<file path="config.mk">
export PLATFORM = sky130hd
export DESIGN_NAME = lru_page_replacement_flat
export DESIGN_NICKNAME = d
export VERILOG_FILES = /design/src/rtl/lpr_pkg.sv /design/src/rtl/lpr_if.sv /design/src/rtl/lpr_cell.sv /design/src/rtl/lru_page_replacement.sv /design/src/flat_wrapper.sv
export SDC_FILE = /design/constraint.sdc
export NUM_CORES = 1
export LEC_CHECK = 0
export BUFFER_PORTS_ARGS = -buffer_cell sky130_fd_sc_hd__buf_2
export CORE_MARGIN = 3
export CORE_UTILIZATION = 55
export CTS_CLUSTER_DIAMETER = 30
export DETAILED_ROUTE_END_ITERATION = 10
export PLACE_DENSITY = 0.74
export SLEW_MARGIN = 20
export SYNTH_ARGS = -nofsm -noshare
export SYNTH_HDL_FRONTEND = slang
export SYNTH_SLANG_ARGS = --single-unit
</file>
<file path="constraint.sdc">
create_clock -name clk_i -period 8.1 [get_ports clk_i]
set_input_delay 1.215 -clock clk_i [delete_from_list [all_inputs] [get_ports clk_i]]
set_output_delay 1.215 -clock clk_i [all_outputs]
set_load 0.02 [all_outputs]
</file>
<file path="src/rtl/lpr_pkg.sv">
// Shared types and constants for the LRU page replacement block.
package lpr_pkg;

  localparam int unsigned PageW      = 16;
  localparam int unsigned CountW     = 16;
  localparam int unsigned FrameCfgW  = 5;
  localparam int unsigned ApbDataW   = 32;
  localparam int unsigned ApbAddrW   = 3;

  localparam logic [FrameCfgW-1:0] FrameCountReset = 5'd4;
  localparam logic [CountW-1:0]    FaultMax        = '1;

  typedef enum logic {
    OP_REF   = 1'b0,
    OP_CLEAR = 1'b1
  } opcode_e;

  typedef enum logic {
    REG_FRAME_COUNT = 1'b0,
    REG_UNUSED      = 1'b1
  } reg_index_e;

  // Per-cell position flags derived from occupancy and frame count.
  typedef struct packed {
    logic active;
    logic window;
    logic last;
  } cell_pos_t;

  // Controls shared by every cell of the chain.
  typedef struct packed {
    logic load;
    logic hit;
  } cell_ctrl_t;

endpackage

</file>
<file path="src/rtl/lpr_if.sv">
// Valid/ready channel interfaces for reference and result words.
interface lpr_in_if;
  import lpr_pkg::*;

  logic             valid;
  logic             ready;
  logic             opcode;
  logic [PageW-1:0] page_number;

  modport source (output valid, opcode, page_number, input ready);
  modport sink   (input valid, opcode, page_number, output ready);
endinterface

interface lpr_out_if;
  import lpr_pkg::*;

  logic              valid;
  logic              ready;
  logic              page_fault;
  logic [CountW-1:0] fault_total;
  logic              victim_valid;
  logic [PageW-1:0]  victim_page;

  modport source (output valid, page_fault, fault_total, victim_valid, victim_page,
                  input ready);
  modport sink   (input valid, page_fault, fault_total, victim_valid, victim_page,
                  output ready);
endinterface

</file>
<file path="src/rtl/lpr_cell.sv">
// One recency position: holds a page, compares it and shifts from its neighbor.
module lpr_cell #(
  parameter int unsigned EntryW = 16
) (
  input  logic                clk_i,
  input  lpr_pkg::cell_ctrl_t ctrl_i,
  input  lpr_pkg::cell_pos_t  pos_i,
  input  logic [EntryW-1:0]   page_i,
  input  logic [EntryW-1:0]   left_i,
  input  logic                match_i,
  output logic                match_o,
  output logic [EntryW-1:0]   entry_o,
  output logic [EntryW-1:0]   victim_o
);
  import lpr_pkg::*;

  logic [EntryW-1:0] entry_q;
  logic [EntryW-1:0] entry_d;
  logic              match;
  logic              shift;

  assign match    = pos_i.active && (entry_q == page_i);
  assign match_o  = match_i || match;
  assign entry_o  = entry_q;
  assign victim_o = pos_i.last ? entry_q : '0;
  assign shift    = ctrl_i.load && (ctrl_i.hit ? !match_i : pos_i.window);
  assign entry_d  = shift ? left_i : entry_q;

  always_ff @(posedge clk_i) begin
    entry_q <= entry_d;
  end

endmodule

</file>
<file path="src/rtl/lru_page_replacement.sv">
// Top level of the LRU page replacement block.
// Keeps up to MAX_FRAMES resident pages in a chain of cells ordered from most
// to least recent; each reference word is compared against every occupied
// cell at once and the chain shifts by one position in the same cycle, so one
// word is taken per clock whenever the output register is empty or being
// drained (the compare, first-match ripple and shift through the cell chain
// set that figure). The result for a word is held in that register and
// appears in the cycle after acceptance. frame_count (APB offset 0x0) selects
// how many frames are in use; zero acts as one, larger than MAX_FRAMES acts
// as MAX_FRAMES. Write it only while the block is idle.
module lru_page_replacement #(
  parameter int unsigned MAX_FRAMES = 16,
  parameter int unsigned PAGE_BITS  = 16
) (
  input  logic                          clk_i,
  input  logic                          rst_ni,
  lpr_in_if.sink                        in_i,
  lpr_out_if.source                     out_o,
  input  logic                          psel,
  input  logic                          penable,
  input  logic                          pwrite,
  input  logic [lpr_pkg::ApbAddrW-1:0]  paddr,
  input  logic [lpr_pkg::ApbDataW-1:0]  pwdata,
  output logic [lpr_pkg::ApbDataW-1:0]  prdata,
  output logic                          pready
);
  import lpr_pkg::*;

  localparam int unsigned OccW   = $clog2(MAX_FRAMES + 1);
  localparam int unsigned CmpW   = (OccW > FrameCfgW) ? OccW : FrameCfgW;
  localparam int unsigned EntryW = (PAGE_BITS < PageW) ? PAGE_BITS : PageW;

  logic [FrameCfgW-1:0] frame_count_q;
  logic [OccW-1:0]      occ_q, occ_d;
  logic [CountW-1:0]    fault_q, fault_d;
  logic                 out_valid_q;
  logic                 fault_flag_q, victim_valid_q;
  logic [PageW-1:0]     victim_page_q;

  logic                 accept;
  logic                 is_ref;
  logic                 cfg_write;
  logic [OccW-1:0]      cap;
  logic [OccW-1:0]      occ_eff;
  logic [OccW-1:0]      limit;
  logic                 full;
  logic                 hit;
  logic                 evict;
  logic [EntryW-1:0]    page;
  logic [EntryW-1:0]    victim;
  cell_ctrl_t           ctrl;

  logic [EntryW-1:0]    entry [MAX_FRAMES];
  logic [EntryW-1:0]    vic   [MAX_FRAMES];
  logic [MAX_FRAMES:0]  match_chain;

  // Configuration port
  assign pready    = 1'b1;
  assign cfg_write = psel && penable && pwrite && (paddr[2] == REG_FRAME_COUNT);
  assign prdata    = (paddr[2] == REG_FRAME_COUNT) ?
                     ApbDataW'(frame_count_q) : '0;

  always_ff @(posedge clk_i or negedge rst_ni) begin
    if (!rst_ni) begin
      frame_count_q <= FrameCountReset;
    end else if (cfg_write) begin
      frame_count_q <= pwdata[FrameCfgW-1:0];
    end
  end

  // Effective frame count and occupancy
  always_comb begin
    if (frame_count_q == '0) begin
      cap = OccW'(1);
    end else if (CmpW'(frame_count_q) > CmpW'(MAX_FRAMES)) begin
      cap = OccW'(MAX_FRAMES);
    end else begin
      cap = OccW'(frame_count_q);
    end
  end

  assign occ_eff = (occ_q > cap) ? cap : occ_q;
  assign full    = (occ_eff == cap);
  assign limit   = full ? cap : occ_eff + OccW'(1);

  assign accept = in_i.valid && in_i.ready;
  assign is_ref = (in_i.opcode == OP_REF);
  assign page   = in_i.page_number[EntryW-1:0];

  assign ctrl.load = accept && is_ref;
  assign ctrl.hit  = hit;

  // Cell chain
  assign match_chain[0] = 1'b0;

  for (genvar i = 0; i < MAX_FRAMES; i++) begin : g_cell
    cell_pos_t pos;
    logic [EntryW-1:0] left;

    assign pos.active = (OccW'(i) < occ_eff);
    assign pos.window = (OccW'(i) < limit);
    assign pos.last   = (OccW'(i) == cap - OccW'(1));

    if (i == 0) begin : g_head
      assign left = page;
    end else begin : g_body
      assign left = entry[i-1];
    end

    lpr_cell #(
      .EntryW (EntryW)
    ) u_cell (
      .clk_i    (clk_i),
      .ctrl_i   (ctrl),
      .pos_i    (pos),
      .page_i   (page),
      .left_i   (left),
      .match_i  (match_chain[i]),
      .match_o  (match_chain[i+1]),
      .entry_o  (entry[i]),
      .victim_o (vic[i])
    );
  end

  assign hit = match_chain[MAX_FRAMES];

  always_comb begin
    victim = '0;
    for (int i = 0; i < MAX_FRAMES; i++) begin
      victim = victim | vic[i];
    end
  end

  assign evict = !hit && full;

  // Occupancy and fault count
  always_comb begin
    occ_d   = occ_q;
    fault_d = fault_q;
    if (accept) begin
      if (!is_ref) begin
        occ_d   = '0;
        fault_d = '0;
      end else begin
        occ_d = (!hit && !full) ? occ_eff + OccW'(1) : occ_eff;
        if (!hit && fault_q != FaultMax) begin
          fault_d = fault_q + CountW'(1);
        end
      end
    end
  end

  always_ff @(posedge clk_i or negedge rst_ni) begin
    if (!rst_ni) begin
      occ_q   <= '0;
      fault_q <= '0;
    end else begin
      occ_q   <= occ_d;
      fault_q <= fault_d;
    end
  end

  // Output register
  assign in_i.ready = !out_valid_q || out_o.ready;

  always_ff @(posedge clk_i or negedge rst_ni) begin
    if (!rst_ni) begin
      out_valid_q <= 1'b0;
    end else if (in_i.ready) begin
      out_valid_q <= in_i.valid;
    end
  end

  always_ff @(posedge clk_i) begin
    if (accept) begin
      fault_flag_q   <= is_ref && !hit;
      victim_valid_q <= is_ref && evict;
      victim_page_q  <= (is_ref && evict) ? PageW'(victim) : '0;
    end
  end

  assign out_o.valid        = out_valid_q;
  assign out_o.page_fault   = fault_flag_q;
  assign out_o.fault_total  = fault_q;
  assign out_o.victim_valid = victim_valid_q;
  assign out_o.victim_page  = victim_page_q;

endmodule

</file>
<file path="src/flat_wrapper.sv">
// flat-port wrapper written by rule: the top's interface ports become plain ports
module lru_page_replacement_flat import lpr_pkg::*;
#(
  parameter int unsigned MAX_FRAMES = 16,
  parameter int unsigned PAGE_BITS  = 16
)
  (clk_i, rst_ni, psel, penable, pwrite, paddr, pwdata, prdata, pready, in_i_valid, in_i_opcode, in_i_page_number, in_i_ready, out_o_valid, out_o_page_fault, out_o_fault_total, out_o_victim_valid, out_o_victim_page, out_o_ready);
  lpr_in_if in_i_i ();
  lpr_out_if out_o_i ();
  input  logic clk_i;
  input  logic rst_ni;
  input  logic psel;
  input  logic penable;
  input  logic pwrite;
  input  logic [lpr_pkg::ApbAddrW-1:0] paddr;
  input  logic [lpr_pkg::ApbDataW-1:0] pwdata;
  output logic [lpr_pkg::ApbDataW-1:0] prdata;
  output logic pready;
  input wire logic [$bits(in_i_i.valid)-1:0] in_i_valid;
  input wire logic [$bits(in_i_i.opcode)-1:0] in_i_opcode;
  input wire logic [$bits(in_i_i.page_number)-1:0] in_i_page_number;
  output wire logic [$bits(in_i_i.ready)-1:0] in_i_ready;
  output wire logic [$bits(out_o_i.valid)-1:0] out_o_valid;
  output wire logic [$bits(out_o_i.page_fault)-1:0] out_o_page_fault;
  output wire logic [$bits(out_o_i.fault_total)-1:0] out_o_fault_total;
  output wire logic [$bits(out_o_i.victim_valid)-1:0] out_o_victim_valid;
  output wire logic [$bits(out_o_i.victim_page)-1:0] out_o_victim_page;
  input wire logic [$bits(out_o_i.ready)-1:0] out_o_ready;
  assign in_i_i.valid = in_i_valid;
  assign in_i_i.opcode = in_i_opcode;
  assign in_i_i.page_number = in_i_page_number;
  assign in_i_ready = in_i_i.ready;
  assign out_o_valid = out_o_i.valid;
  assign out_o_page_fault = out_o_i.page_fault;
  assign out_o_fault_total = out_o_i.fault_total;
  assign out_o_victim_valid = out_o_i.victim_valid;
  assign out_o_victim_page = out_o_i.victim_page;
  assign out_o_i.ready = out_o_ready;
  lru_page_replacement #(.MAX_FRAMES(MAX_FRAMES), .PAGE_BITS(PAGE_BITS)) u_core (.clk_i(clk_i), .rst_ni(rst_ni), .in_i(in_i_i), .out_o(out_o_i), .psel(psel), .penable(penable), .pwrite(pwrite), .paddr(paddr), .pwdata(pwdata), .prdata(prdata), .pready(pready));
endmodule
</file>
==> results.cfg <==
[global_route]
antenna_found_initial = 1
grt_pass1_wl_um = 83900
grt_max_degree = 35
met3_usage_pct = 10.1
grt_pass1_vias = 11900
gr-usage-met2_pct = 54.9
met1_usage_pct = 54.8
grt_busiest_layer = met2
track_usage_pct = 37.7
grt.overflow.total = 0

[sta]
timing.fmax_mhz = 164
final-max-slew-violation-count = 0
fin_crit_ns = 6.10
timing.final.crit_share_pct = 75.3
hold_ws_ns = 0.473
finalSetupViolations = 0
finalHoldViolations = 0
fin_ws_ns = 2.00
tightest_slew_ns = 1.26
clock_skew_ns = 0.0329
slew_headroom_pct = 15.6
grt_setup_unrepaired = no
tns_ns = 0

[critical_path]
cp-startpoint = u_core.frame_count_q[4]
cp-endpoint = u_core.g_cell[1].u_cell.entry_o[10]
r2r_start = u_core.frame_count_q[4]
slowest_stage = a31oi_4
critPathKind = flip-flop to flip-flop
cpPeakStageDelay_ns = 0.84
crit_path_start_kind = flip-flop
worstSetupEndpointType = flip-flop
crit_top_cell = buf_4
cp_data_required_time_ns = 8.25
reg2reg_depth = 14
r2r_end = u_core.g_cell[1].u_cell.entry_o[10]
rrSetupSlack_ns = 2.00
cp_max_fo = 32
critPathArrivalTime_ns = 6.25
path_cells = buf_4, nand2b_1, ha_1, nor2b_4, o31ai_4, a21oi_2, a211oi_1, a311oi_1, o211ai_1, nor4_2, buf_4, nor2b_1, buf_4, a31oi_4

[cts]
cts_tree = done
cts_setup_buffers = 0
cts_buffers = 66
path_clk_slew_ns = 0.05
ctsHoldBuffers = 0
cts.root.buffer_cell = clkbuf_16
cts.sinks = 301
clk_latency_ns = 0.56
htree_levels = 3
cts_resized = 0
cts_max_path_buffers = 3

[synth]
synth_edf_count = 274
async_flop_share_pct = 8.97
ys_seq_area_share_pct = 55.5
postSynthAreaPerCell_um2 = 12.2
synth_cell_type_count = 91
syn_inst = 1317
synth_warnings = 0
syn_area_mm2 = 0.0160
ys.flop_type = edfxtp_1
ys_ff_latch = 301

[route]
first_iter_violations = 2258
drc = 0
viasPerCell = 6.90
wl_per_cell_um = 32.4
dr_total_vias = 12600
wl_um = 59100
ant_nets = 0
dr.pass1.iters = 6

[placed_design]
place_congestion = 1.04
io_buffer_count = 70
hpwl_um = 40000
dp.cells = 1709
place_area_mm2 = 0.0168
post-place-ws_ns = 2.12

[floorplan]
die_y_um = 177
rows = 61
io_pins = 128
die_w_um = 177
core_region_area_mm2 = 0.0282
start_util_pct = 56.8
die_area_mm2 = 0.0312

[power_and_ir_drop]
p_leak_nw = 6.71
power_mw = 7.82
peakVddDrop_mv = 0.222
power_density_mw_per_mm2 = 408

[cells_and_area]
mostFrequentLayoutCells = edfxtp_1, xor2_1, xnor2_1, a22oi_1, buf_2
nets = 1465
final_area_mm2 = 0.0192
drive_above_1_share_pct = 18.3
final_core_util_pct = 67.8
area_delta_synth_final_pct = 19.5
diodes = 0
final_common_cell = edfxtp_1
finalNonFillerCells = 1828

[worst_hold_path]
hp-class = flip-flop to flip-flop

[status]
outcome = finished, final reports clean

[flow_run]
max_cap_violations = 0
Yosys cell counts (all sizes together) (7+ instances only):
| master | n | share of area, % |
|---|---|---|
| edfxtp | 274 | 51 |
| xor2 | 146 | 8.0 |
| xnor2 | 116 | 6.3 |
| a22oi | 70 | 3.3 |
| buf | 63 | 2.5 |
| nand2 | 56 | 1.3 |
| nand4 | 56 | 2.2 |
| nor2 | 53 | 1.3 |
| nor4 | 52 | 2.3 |
| clkbuf | 48 | 1.1 |
| o21ai | 28 | 0.90 |
| a31oi | 27 | 1.1 |
| a21oi | 26 | 0.86 |
| dfrtp | 26 | 4.1 |
| mux2i | 22 | 1.4 |
| nor3 | 19 | 0.59 |
| nand3 | 18 | 0.56 |
| inv | 17 | 0.40 |
| nor2b | 17 | 0.71 |
| a222oi | 16 | 1.0 |
| a221oi | 12 | 0.66 |
| nand2b | 12 | 0.47 |
| a211oi | 11 | 0.55 |
| and3 | 10 | 0.39 |
| and2 | 9 | 0.35 |
| ha | 7 | 0.55 |
| mux2 | 7 | 0.49 |
cell type report:
| cell class | count | area [um2] |
|---|---|---|
| Clock buffer | 72 | 1720 |
| Clock inverter | 47 | 661 |
| Fill cell | 2015 | 9090 |
| Inverter | 18 | 67.6 |
| Multi-Input combinational cell | 913 | 6760 |
| Sequential cell | 301 | 8910 |
| Tap cell | 378 | 473 |
| Timing Repair Buffer | 99 | 568 |
metal layers:
layer	up-vias	wire, um
met2	1111	25600
met3	156	8460
li1	5188	-
met4	2	2000
met1	6152	23000
met5	-	13
flip-flops by register name, summed over array words and instances, names as in the netlist:
signal and flops:
u_core.out_o.victim_page 16, u_core.out_o.valid 1, u_core.out_o.page_fault 1, u_core.out_o.fault_total 16, u_core.g_cell.u_cell.entry_o 256, u_core.occ_q 5, u_core.out_o.victim_valid 1, u_core.frame_count_q 5
cells by family (layout without fill, tap and decap cells):
group / after synthesis / in the layout / synth area share (%)
AOI/OAI and AO/OA: 262 / 262 / 12.4
xor gates and xnor gates: 262 / 262 / 14.3
adders and majority gates: 7 / 7 / 0.546
other: 2 / 28 / 0.0468
and+or+nand+nor: 325 / 325 / 11.3
DFF: 301 / 301 / 55.5
buffers and inverters: 129 / 236 / 4.02
muxes: 29 / 29 / 1.87
worst min-delay path by stage:
stage                                         startpoint                                    to  slack (ns)  depth (start not counted)
finish              u_core.g_cell[11].u_cell.entry_o[10]  u_core.g_cell[12].u_cell.entry_o[10]        0.47                          0
global route        u_core.g_cell[11].u_cell.entry_o[10]  u_core.g_cell[12].u_cell.entry_o[10]        0.49                          0
CTS                 u_core.g_cell[11].u_cell.entry_o[10]  u_core.g_cell[12].u_cell.entry_o[10]        0.48                          0
detailed placement  u_core.g_cell[12].u_cell.entry_o[15]  u_core.g_cell[13].u_cell.entry_o[15]        0.48                          0
global placement    u_core.g_cell[12].u_cell.entry_o[12]  u_core.g_cell[13].u_cell.entry_o[12]        0.48                          0
floorplan             u_core.g_cell[1].u_cell.entry_o[7]    u_core.g_cell[2].u_cell.entry_o[7]        0.47                          0
where the power goes:
part           total, mW  switching [mW]  internal, mW
clock               2.88           0.920          1.96
sequential          2.67           0.405          2.26
combinational       2.27            1.61         0.666
critical path: cells and delay by family, from the launching register on:
family	cells	cell delay, ns
flops	1	0.52
compound gates	6	3.11
fa+ha+maj	1	0.34
simple gates	4	0.82
buf+inv	3	0.91
Note: power is estimated with default switching activity, not from simulation.
